$ cat src/hw/rtl/line_rasterizer_pixel_address_macros.svh
// Assertion macros for the line rasterizer blocks.
`ifndef LINE_RASTERIZER_PIXEL_ADDRESS_MACROS_SVH
`define LINE_RASTERIZER_PIXEL_ADDRESS_MACROS_SVH

// Check a property on every rising clock edge outside reset.
`define LRPA_ASSERT(label, prop, msg) \
  label: assert property (@(posedge clk_i) disable iff (!rst_ni) (prop)) else $error(msg);

// Check that a condition implies a consequence in the next cycle.
`define LRPA_ASSERT_NEXT(label, ante, cons, msg) \
  label: assert property (@(posedge clk_i) disable iff (!rst_ni) (ante) |=> (cons)) \
    else $error(msg);

`endif

$ cat src/hw/rtl/lrpa_pkg.sv
// Shared types and constants for the line rasterizer pixel address block.
`default_nettype none

package lrpa_pkg;

  localparam int unsigned ADDR_W   = 24;
  localparam int unsigned BPP_W    = 6;
  localparam int unsigned STRIDE_W = 14;
  localparam int unsigned CFG_W    = 14;

  localparam logic [BPP_W-1:0]    BPP_RESET    = 6'd32;
  localparam logic [STRIDE_W-1:0] STRIDE_RESET = 14'd1600;

  typedef enum logic [0:0] {
    OP_START = 1'b0,
    OP_STEP  = 1'b1
  } op_e;

  typedef enum logic [0:0] {
    REG_BPP    = 1'b0,
    REG_STRIDE = 1'b1
  } cfg_reg_e;

  typedef struct packed {
    logic emit;
    logic last;
  } step_ctrl_t;

endpackage

`default_nettype wire

$ cat src/hw/rtl/lrpa_stepper.sv
// Bresenham stepper: holds the line state and produces the next pixel.
`default_nettype none

module lrpa_stepper #(
  parameter int unsigned COORD_BITS = 10
) (
  input  wire                     clk_i,
  input  wire                     rst_ni,
  input  wire                     fire_i,
  input  wire                     op_i,
  input  wire [COORD_BITS-1:0]    x_start_i,
  input  wire [COORD_BITS-1:0]    y_start_i,
  input  wire [COORD_BITS-1:0]    x_end_i,
  input  wire [COORD_BITS-1:0]    y_end_i,
  output logic [COORD_BITS-1:0]   pix_x_o,
  output logic [COORD_BITS-1:0]   pix_y_o,
  output lrpa_pkg::step_ctrl_t    ctrl_o
);
  import lrpa_pkg::*;

  localparam int unsigned CB = COORD_BITS;
  localparam int unsigned EW = COORD_BITS + 2;
  localparam logic [CB-1:0] ONE = {{(CB-1){1'b0}}, 1'b1};

  logic [CB-1:0] cur_x_q, cur_x_d;
  logic [CB-1:0] cur_y_q, cur_y_d;
  logic [EW-1:0] err_q, err_d;
  logic [CB-1:0] dx_q, dx_d;
  logic [CB-1:0] dy_q, dy_d;
  logic          xneg_q, xneg_d;
  logic          yneg_q, yneg_d;
  logic          xmaj_q, xmaj_d;
  logic [CB-1:0] steps_q, steps_d;
  logic          active_q, active_d;

  logic          x_gt, y_gt;
  logic [CB-1:0] sdx, sdy, smajor;
  logic          sxmaj;
  logic [CB-1:0] dmaj, dmin;
  logic [EW-1:0] err_sum, err_sub;
  logic          minor_move;
  logic [CB-1:0] mx, my;

  // Start: deltas and directions from the endpoints.
  assign x_gt   = x_end_i > x_start_i;
  assign y_gt   = y_end_i > y_start_i;
  assign sdx    = x_gt ? x_end_i - x_start_i : x_start_i - x_end_i;
  assign sdy    = y_gt ? y_end_i - y_start_i : y_start_i - y_end_i;
  assign sxmaj  = sdx > sdy;
  assign smajor = sxmaj ? sdx : sdy;

  // Step: one move on the major axis, maybe one on the minor.
  assign dmaj       = xmaj_q ? dx_q : dy_q;
  assign dmin       = xmaj_q ? dy_q : dx_q;
  assign err_sum    = err_q + {2'b00, dmin};
  assign minor_move = err_sum >= {2'b00, dmaj};
  assign err_sub    = err_sum - {2'b00, dmaj};
  assign mx         = xneg_q ? cur_x_q - ONE : cur_x_q + ONE;
  assign my         = yneg_q ? cur_y_q - ONE : cur_y_q + ONE;

  always_comb begin
    cur_x_d  = cur_x_q;
    cur_y_d  = cur_y_q;
    err_d    = err_q;
    dx_d     = dx_q;
    dy_d     = dy_q;
    xneg_d   = xneg_q;
    yneg_d   = yneg_q;
    xmaj_d   = xmaj_q;
    steps_d  = steps_q;
    active_d = active_q;
    ctrl_o   = '0;
    if (op_i == OP_START) begin
      cur_x_d     = x_start_i;
      cur_y_d     = y_start_i;
      dx_d        = sdx;
      dy_d        = sdy;
      xneg_d      = !x_gt;
      yneg_d      = !y_gt;
      xmaj_d      = sxmaj;
      err_d       = {3'b000, smajor[CB-1:1]};
      steps_d     = smajor;
      active_d    = smajor != '0;
      ctrl_o.emit = 1'b1;
      ctrl_o.last = smajor == '0;
    end else if (active_q) begin
      if (xmaj_q) begin
        cur_x_d = mx;
        if (minor_move) begin
          cur_y_d = my;
        end
      end else begin
        cur_y_d = my;
        if (minor_move) begin
          cur_x_d = mx;
        end
      end
      err_d       = minor_move ? err_sub : err_sum;
      steps_d     = steps_q - ONE;
      active_d    = steps_q != ONE;
      ctrl_o.emit = 1'b1;
      ctrl_o.last = steps_q == ONE;
    end
  end

  assign pix_x_o = cur_x_d;
  assign pix_y_o = cur_y_d;

  always_ff @(posedge clk_i or negedge rst_ni) begin
    if (!rst_ni) begin
      cur_x_q  <= '0;
      cur_y_q  <= '0;
      err_q    <= '0;
      dx_q     <= '0;
      dy_q     <= '0;
      xneg_q   <= 1'b0;
      yneg_q   <= 1'b0;
      xmaj_q   <= 1'b0;
      steps_q  <= '0;
      active_q <= 1'b0;
    end else if (fire_i) begin
      cur_x_q  <= cur_x_d;
      cur_y_q  <= cur_y_d;
      err_q    <= err_d;
      dx_q     <= dx_d;
      dy_q     <= dy_d;
      xneg_q   <= xneg_d;
      yneg_q   <= yneg_d;
      xmaj_q   <= xmaj_d;
      steps_q  <= steps_d;
      active_q <= active_d;
    end
  end

endmodule

`default_nettype wire

$ cat src/hw/rtl/lrpa_addr.sv
// Frame-buffer byte address of a pixel's blue byte.
`default_nettype none

module lrpa_addr #(
  parameter int unsigned COORD_BITS = 10
) (
  input  wire [COORD_BITS-1:0]               x_i,
  input  wire [COORD_BITS-1:0]               y_i,
  input  wire [lrpa_pkg::BPP_W-1:0]          bpp_i,
  input  wire [lrpa_pkg::STRIDE_W-1:0]       stride_i,
  output logic [lrpa_pkg::ADDR_W-1:0]        addr_o
);
  import lrpa_pkg::*;

  localparam int unsigned XB_W  = COORD_BITS + BPP_W;
  localparam int unsigned YS_W  = COORD_BITS + STRIDE_W;
  localparam int unsigned SUM_W = (YS_W > ADDR_W) ? YS_W : ADDR_W;

  logic [XB_W-1:0]  x_bits;
  logic [YS_W-1:0]  y_bytes;
  logic [SUM_W-1:0] sum;

  assign x_bits  = {{BPP_W{1'b0}}, x_i} * {{COORD_BITS{1'b0}}, bpp_i};
  assign y_bytes = {{STRIDE_W{1'b0}}, y_i} * {{COORD_BITS{1'b0}}, stride_i};
  // Drop the fraction of a byte, then wrap to the address width.
  assign sum     = SUM_W'(x_bits[XB_W-1:3]) + SUM_W'(y_bytes);
  assign addr_o  = sum[ADDR_W-1:0];

endmodule

`default_nettype wire

$ cat src/hw/rtl/line_rasterizer_pixel_address.sv
// Top level of the line rasterizer: Bresenham stepper with pixel address output.
// A result word passes through stage one and the output register after its input word is accepted.
// Throughput: one input word per cycle while in_stall_o is low; each start or active step gives one word.
// A step with no active line is accepted and gives no word.
// Reset clears the line state and pipeline valids; bits_per_pixel 32, stride 1600.
`default_nettype none

`include "line_rasterizer_pixel_address_macros.svh"

module line_rasterizer_pixel_address #(
  parameter int unsigned COORD_BITS = 10
) (
  input  wire                          clk_i,
  input  wire                          rst_ni,
  input  wire                          cfg_we_i,
  input  wire [0:0]                    cfg_index_i,
  input  wire [lrpa_pkg::CFG_W-1:0]    cfg_data_i,
  input  wire                          in_valid_i,
  output logic                         in_stall_o,
  input  wire                          op_i,
  input  wire [COORD_BITS-1:0]         x_start_i,
  input  wire [COORD_BITS-1:0]         y_start_i,
  input  wire [COORD_BITS-1:0]         x_end_i,
  input  wire [COORD_BITS-1:0]         y_end_i,
  output logic                         out_valid_o,
  input  wire                          out_stall_i,
  output logic [COORD_BITS-1:0]        pixel_x_o,
  output logic [COORD_BITS-1:0]        pixel_y_o,
  output logic [lrpa_pkg::ADDR_W-1:0]  byte_address_o,
  output logic                         last_pixel_o
);
  import lrpa_pkg::*;

  logic [BPP_W-1:0]    bpp_q;
  logic [STRIDE_W-1:0] stride_q;

  logic                in_fire, out_ready, s1_load;
  logic [COORD_BITS-1:0] step_x, step_y;
  step_ctrl_t          step_ctrl;

  logic                  s1_valid_q, s1_valid_d;
  logic [COORD_BITS-1:0] s1_x_q, s1_y_q;
  logic                  s1_last_q;
  logic [ADDR_W-1:0]     s1_addr;

  logic                  out_valid_q, out_valid_d;
  logic [COORD_BITS-1:0] out_x_q, out_y_q;
  logic [ADDR_W-1:0]     out_addr_q;
  logic                  out_last_q;

  always_ff @(posedge clk_i or negedge rst_ni) begin
    if (!rst_ni) begin
      bpp_q    <= BPP_RESET;
      stride_q <= STRIDE_RESET;
    end else if (cfg_we_i) begin
      case (cfg_index_i)
        REG_BPP:    bpp_q    <= cfg_data_i[BPP_W-1:0];
        REG_STRIDE: stride_q <= cfg_data_i[STRIDE_W-1:0];
        default:    bpp_q    <= bpp_q;
      endcase
    end
  end

  // Output register frees when empty or taken; stage one holds only when it cannot drain.
  assign out_ready  = !out_valid_q || !out_stall_i;
  assign in_stall_o = s1_valid_q && !out_ready;
  assign in_fire    = in_valid_i && !in_stall_o;
  assign s1_load    = !s1_valid_q || out_ready;

  lrpa_stepper #(
    .COORD_BITS(COORD_BITS)
  ) u_stepper (
    .clk_i     (clk_i),
    .rst_ni    (rst_ni),
    .fire_i    (in_fire),
    .op_i      (op_i),
    .x_start_i (x_start_i),
    .y_start_i (y_start_i),
    .x_end_i   (x_end_i),
    .y_end_i   (y_end_i),
    .pix_x_o   (step_x),
    .pix_y_o   (step_y),
    .ctrl_o    (step_ctrl)
  );

  always_comb begin
    s1_valid_d = s1_valid_q;
    if (s1_load) begin
      s1_valid_d = in_fire && step_ctrl.emit;
    end
    out_valid_d = out_valid_q;
    if (out_ready) begin
      out_valid_d = s1_valid_q;
    end
  end

  always_ff @(posedge clk_i or negedge rst_ni) begin
    if (!rst_ni) begin
      s1_valid_q  <= 1'b0;
      out_valid_q <= 1'b0;
    end else begin
      s1_valid_q  <= s1_valid_d;
      out_valid_q <= out_valid_d;
    end
  end

  always_ff @(posedge clk_i) begin
    if (s1_load && in_fire) begin
      s1_x_q    <= step_x;
      s1_y_q    <= step_y;
      s1_last_q <= step_ctrl.last;
    end
  end

  lrpa_addr #(
    .COORD_BITS(COORD_BITS)
  ) u_addr (
    .x_i      (s1_x_q),
    .y_i      (s1_y_q),
    .bpp_i    (bpp_q),
    .stride_i (stride_q),
    .addr_o   (s1_addr)
  );

  always_ff @(posedge clk_i) begin
    if (out_ready && s1_valid_q) begin
      out_x_q    <= s1_x_q;
      out_y_q    <= s1_y_q;
      out_addr_q <= s1_addr;
      out_last_q <= s1_last_q;
    end
  end

  assign out_valid_o    = out_valid_q;
  assign pixel_x_o      = out_x_q;
  assign pixel_y_o      = out_y_q;
  assign byte_address_o = out_addr_q;
  assign last_pixel_o   = out_last_q;

  `LRPA_ASSERT(a_stall_needs_word, !in_stall_o || (s1_valid_q && out_valid_q), "input stalled without a held word")
  `LRPA_ASSERT_NEXT(a_start_emits, in_fire && (op_i == OP_START), s1_valid_q, "start gave no word")
  `LRPA_ASSERT_NEXT(a_point_is_last, in_fire && (op_i == OP_START) && (x_start_i == x_end_i) && (y_start_i == y_end_i), s1_last_q, "single-pixel line not marked last")

endmodule

`default_nettype wire

$ cat config.mk
export PLATFORM = sky130hd
export DESIGN_NAME = line_rasterizer_pixel_address
export DESIGN_NICKNAME = d
export VERILOG_FILES = /design/src/hw/rtl/lrpa_pkg.sv /design/src/hw/rtl/lrpa_stepper.sv /design/src/hw/rtl/lrpa_addr.sv /design/src/hw/rtl/line_rasterizer_pixel_address.sv
export VERILOG_INCLUDE_DIRS = /design/src /design/src/hw/rtl
export SDC_FILE = /design/constraint.sdc
export NUM_CORES = 1
export LEC_CHECK = 0
export BUFFER_PORTS_ARGS = -buffer_cell sky130_fd_sc_hd__buf_2
export CORE_MARGIN = 4
export CORE_UTILIZATION = 25
export CTS_CLUSTER_DIAMETER = 30
export DETAILED_ROUTE_END_ITERATION = 10
export GPL_ROUTABILITY_DRIVEN = 1
export MAX_ROUTING_LAYER = met4
export SYNTH_ARGS = -nofsm -noshare
export SYNTH_HDL_FRONTEND = slang
export SYNTH_HIERARCHICAL = 1
export SYNTH_SLANG_ARGS = --single-unit
$ cat constraint.sdc
create_clock -name clk_i -period 11.45 [get_ports clk_i]
set_input_delay 0.5725 -clock clk_i [delete_from_list [all_inputs] [get_ports clk_i]]
set_output_delay 0.5725 -clock clk_i [all_outputs]
set_load 0.02 [all_outputs]
# Word level (Yosys, flattened, before mapping)
# Index checks and enable logic that the tools add are counted.
classes:
  add_sub_neg: 12
  multipliers: 2
  n_lt_le_gt_ge: 4
  n_eq_ne: 3
  mux: 24
  bitwise: 2
  n_reduce_logical: 20
ops:
  columns: ["op", "count"]
  rows:
  - ["2-to-1 mux 10 bit", 17]
  - ["subtractor 10 bit", 4]
  - ["2-to-1 mux 12 bit", 3]
  - ["greater-than comparator 10 bit", 3]
  - ["subtractor 10 x 1 -> 10 bit (second input constant)", 3]
  - ["adder 13 x 24 -> 24 bit", 1]
  - ["multiplier 10 x 14 -> 24 bit", 1]
  - ["adder 10 x 1 -> 10 bit (second input constant)", 2]
  - ["multiplier 10 x 6 -> 16 bit", 1]
  - ["adder 12 x 10 -> 12 bit", 1]
  - ["greater-or-equal comparator 12 x 10 -> 1 bit", 1]
  - ["subtractor 12 x 10 -> 12 bit", 1]
  - ["== test 10 x 1 -> 1 bit (second input constant)", 1]
  - ["logical NOT 10 bit", 1]
  - ["!= test 10 x 1 -> 1 bit (second input constant)", 1]
  - ["nonzero test 10 bit", 1]
  - ["AND reduction 2 bit", 4]
  - ["logical NOT 1 bit", 7]
  - ["logical AND 1 bit", 5]
  - ["2-to-1 mux 2 bit", 2]
  - ["logical OR 1 bit", 2]
  - ["2-to-1 mux 1 bit", 2]
  - ["!= test 2 x 1 -> 1 bit (second input constant)", 1]
  - ["inverter 1 bit", 2]
word_totals:
  regBits: 154
  input_bits: 61
  output_inout_bits: 47
  word_cells: 88

# Depth between registers and ports, before layout
logic_depth:
  depth_word: 7
  mapped_depth: 28
  ltp_nobuf: 27

# Cells and area by module
# The synthesis kept the hierarchy.
by_module_without_submodules:
  columns: ["module", "n_inst", "cells_per_inst", "area_each_um2", "seq_area_each_um2"]
  rows:
  - ["lrpa_stepper", 1, 970, 7766.2, 1651.6]
  - ["lrpa_addr", 1, 836, 6905.4, 0.0]
  - ["line_rasterizer_pixel_address", 1, 119, 2826.5, 2537.4]

# Least setup slack after synthesis
# OpenSTA, ideal clock, no wires.
synth_path:
  path_kind: "reg2reg"
  startpoint: "register bpp_q[5]"
  endpoint: "register out_addr_q[17], in the netlist byte_address_o[17], data pin"
  setup_time_ns: 0.174
  arrival_ns: 6.682
  setup_slack_ns: 4.593
  stages_incl_launch_ff: 25
  path_buffers: 1
  synth_period_minus_slack_ns: 6.857
  cell_sequence: "dfstp_2 clkbuf_1 nand2_1 fa_1 fa_1 fa_1 inv_1 ha_1 a21o_1 a21oi_1 o211ai_1 and2_1 o311ai_0 fa_1 inv_1 fa_1 inv_1 fa_1 ha_1 o21a_1 nor2_1 a2111o_1 a31oi_1 o21ai_0 a311oi_1"
synth_via:
  elab_chain_len: 2
synth_rtl:
  columns: ["element", "line_no", "rtl"]
  rows:
  - ["from (decl)", "line_rasterizer_pixel_address.sv:34", "logic [BPP_W-1:0] bpp_q;"]
  - ["from (signal assigned)", "line_rasterizer_pixel_address.sv:57", "REG_BPP: bpp_q <= cfg_data_i[BPP_W-1:0];"]
  - ["from (signal assigned)", "line_rasterizer_pixel_address.sv:59", "default: bpp_q <= bpp_q;"]
  - ["multiplier 10 x 6 -> 16 bit", "lrpa_addr.sv:23", "assign x_bits = {{BPP_W{1'b0}}, x_i} * {{COORD_BITS{1'b0}}, bpp_i};"]
  - ["adder 13 x 24 -> 24 bit", "lrpa_addr.sv:26", "assign sum = SUM_W'(x_bits[XB_W-1:3]) + SUM_W'(y_bytes);"]
  - ["via s1_addr[17]", "line_rasterizer_pixel_address.sv:44", "logic [ADDR_W-1:0] s1_addr;"]
  - ["to (signal assigned)", "line_rasterizer_pixel_address.sv:129", "out_addr_q <= s1_addr;"]
  - ["to (decl)", "line_rasterizer_pixel_address.sv:48", "logic [ADDR_W-1:0] out_addr_q;"]
# The timed path passes the listed nets, and every way through them passes these cells.
# A chain may end at the register's enable or synchronous reset.

# Worst setup path in the final report
# Ends and elaborated chain as after synthesis.

==> results by group <==
Place
  – Global placement routability congestion: 0.863
  – Port buffer count: ~110
  – Post-DP HPWL: 36.7 mm

Synth
  – #FFs+latches synth: 154
  – Yosys top cell by area: fa_1
  – Count leader, synth: inv_1
  – Top-area cell type share of the netlist area: 0.169
  – Syn Nets: 2305
  – Post-Synthesis Cells: 1925
  – Share of the yosys chip area belonging to registers: 0.239
  – Syn. warnings: 6
  – Top FF cell, synth: dfrtp_1
  – Synth Cell Area: 17500 um^2
  – Post-synth EDFFs: 66
  – Cell variety after synth: 87
  – Synth top cells by count: inv_1 (273), nand2_1 (206), ha_1 (171)
  – Area contributors post-synth: fa_1 (17%), ha_1 (12%), dfrtp_1 (12%), edfxtp_1 (11%), inv_1 (5.9%)
  – Syn avg cell area: 9.09 um^2
  – Async set or reset register ratio after synthesis: 0.571

Setup path
  – Startpoint Class: register
  – Worst-path cell chain: nand2_1 > fa_1 > fa_1 > fa_1 > inv_1 > ha_1 > a21o_1 > a21oi_1 > o211ai_1 > and2_1 > o311ai_0 > fa_1 > inv_1 > fa_1 > inv_1 > fa_1 > ha_1 > o21a_1 > nor2_1 > a2111o_1 > a31oi_1 > o21ai_0 > a311oi_1
  – CP max stage cell: dfstp_2
  – Crit. End Element: register
  – CP required: about 12 ns
  – Critical Path Most Common Cell: fa_1
  – Worst path max stage delay: 0.60 ns
  – Crit path kind: reg -> reg
  – Maximum fanout along the worst path: 11
  – Worst EP arrival: around 7.7 ns

Routing
  – Routed Antenna Nets: 0
  – DR iter-0 viols: 943
  – Final WL: approximately 46 mm
  – Vias/cell: 4.62
  – DR WL/cell: 15.6 um
  – DR pass1 iterations: 4
  – # DRC: 0
  – Vias: between 10000 and 15000

CTS
  – Count of hold buffers inserted by post-cts repair: 0
  – Reg clk slew, reported paths: 0.07 ns
  – Maximum clock insertion buffer count: 2
  – Skew-Pair Late Insertion Delay: 0.47 ns
  – Post-CTS setup buffers: 0
  – Clock root buffer: clkbuf_16
  – H-tree depth: 4
  – Clk sinks: roughly 150
  – Num CTS Buffers: 17
  – CTS tree: built
  – Post-cts gate resize count: 0

Finish
  – Area delta synth->final: 11.8%
  – # fillers: 7400
  – Layout cells sized above 1: 0.107
  – FF/Latch Area: 4190 um^2
  – Final net count: roughly 2400
  – Area of the multi-input gates: about 12000 um^2

Floorplan
  – Core Footprint: 68900 um^2
  – # rows: 96
  – DIE AREA: 74300 um^2
  – Initial Utilization: 0.254
  – Die Span Y: about 270 um
  – Die width: between 200 and 300 um
  – Io pins: between 100 and 150

Timing
  – Skew final: 0.0119 ns
  – Final hold violation count: 0
  – Minimum clock period: 7.36 ns
  – Crit share post-route: 0.643
  – Max-slew violations: 0
  – RSZ-0062 raised after global routing: no
  – TNS Setup: 0 ns
  – FMAX: 136 MHz
  – Final setup violation count: 0
  – Slew @ Worst Pin: 1.04 ns
  – Worst rel slew slack: 0.308

Worst hold path
  – Hold WC Path Type: in -> async

Status
  – Status: completed

Global route
  – GRT Overall Usage: 0.128
  – Initial antenna violation count: 8
  – Vias in the first global route: roughly 13000
  – Maximum number of pins on one net before global-route repair: 79
  – Gr ovfl total: 0
  – Global-route wire length before repair: 73.7 mm

Job
  – Max_cap viols: 0
[path summary, 6_finish.rpt]
path	slack, ns	end	depth (start not counted)	from
worst max register to register	4.09	byte_address_o[17]	23	bpp_q[5]
worst max-delay path	4.09	byte_address_o[17]	23	bpp_q[5]
min in group clk_i	0.32	s1_valid_q	3	in_valid_i
worst min register to register	0.43	last_pixel_o	0	s1_last_q
worst min-delay path	0.09	out_valid_o	1	rst_ni
max in group asynchronous	10.21	stride_q[13]	2	rst_ni
[layout make-up]
type / count / area share
Antenna cell: 7 / 0.000895
Timing Repair Buffer: 116 / 0.0310
Tap cell: 931 / 0.0595
Clock buffer: 24 / 0.0258
Multi-Input combinational cell: 1423 / 0.612
Inverter: 273 / 0.0524
Clock inverter: 8 / 0.00422
Sequential cell: 154 / 0.214
[state kept, by name (all words and copies together) (netlist names), 6 cells and up]
| signal | cells |
|---|---|
| byte_address_o | 24 |
| stride_q | 14 |
| u_stepper/err_q | 12 |
| pixel_x_o | 10 |
| pixel_y_o | 10 |
| s1_x_q | 10 |
| s1_y_q | 10 |
| u_stepper/cur_x_q | 10 |
| u_stepper/cur_y_q | 10 |
| u_stepper/dx_q | 10 |
| u_stepper/dy_q | 10 |
| u_stepper/steps_q | 10 |
| bpp_q | 6 |
[layout by cell type (no fill, tap or decap), types with 7 or more instances in the layout]
cell type / netlist / final
inv_1: 273 / 273
nand2_1: 206 / 205
ha_1: 171 / 171
fa_1: 148 / 148
a21oi_1: 116 / 115
buf_2: 11 / 106
and2_1: 104 / 103
dfrtp_1: 84 / 84
o21ai_0: 81 / 81
nor2_1: 70 / 70
edfxtp_1: 66 / 66
xnor2_1: 51 / 51
a21o_1: 45 / 45
mux2i_1: 42 / 42
mux2_2: 33 / 33
o22ai_1: 29 / 29
nor3_1: 28 / 28
nand3_1: 23 / 23
nand2b_1: 23 / 23
o211ai_1: 22 / 22
nor2b_1: 20 / 20
clkbuf_16: 0 / 19
xor2_1: 18 / 18
nand4_1: 15 / 15
a31oi_1: 12 / 12
o21a_1: 11 / 11
and3_1: 11 / 11
buf_4: 2 / 10
nor3b_1: 10 / 10
a211oi_1: 10 / 10
diode_2: 0 / 7
o21bai_1: 7 / 7
a211o_1: 7 / 7
[per-layer routing]
layer  global-route usage  wire length, um  part of all wire
met2                0.208            21600              0.47
met5                    -                0                 0
met3               0.0282             2080             0.045
met1                0.167            21800              0.47
met4               0.0255              475             0.010
[cell families after synthesis]
kind of cell,count (synthesis),synth area share
AOI/OAI and AO/OA,418,0.155
xor gates and xnor gates,71,0.0370
adders and majority gates,319,0.292
buffers and inverters,348,0.0776
DFF,154,0.239
muxes,76,0.0460
and+or+nand+nor,539,0.153
[worst max-delay path, delay by kind of cell (launching register included)]
kind                     cells  cell delay, ns
adder cells (fa/ha/maj)      8            3.61
buffers and inverters        3            0.21
AO/OA/AOI/OAI                9            2.40
AND/OR/NAND/NOR              3            0.38
flip-flops                   1            0.60
[through the flow]
stage	instance area, um^2	hold slack, ns	utilization	instances	setup slack [ns]
after detailed placement	19000	0.421	0.275	2897	4.15
final	19600	0.0919	0.284	2936	4.09
after global routing	19600	0.110	0.284	2936	3.61
after CTS	19500	0.0734	0.284	2929	4.11
after global placement	19000	0.410	0.275	2897	4.21
after floorplan	17500	0.277	-	1925	4.59
Power is not shown: default switching activity piles up to over one toggle a cycle in this logic, so the estimate is an artifact.
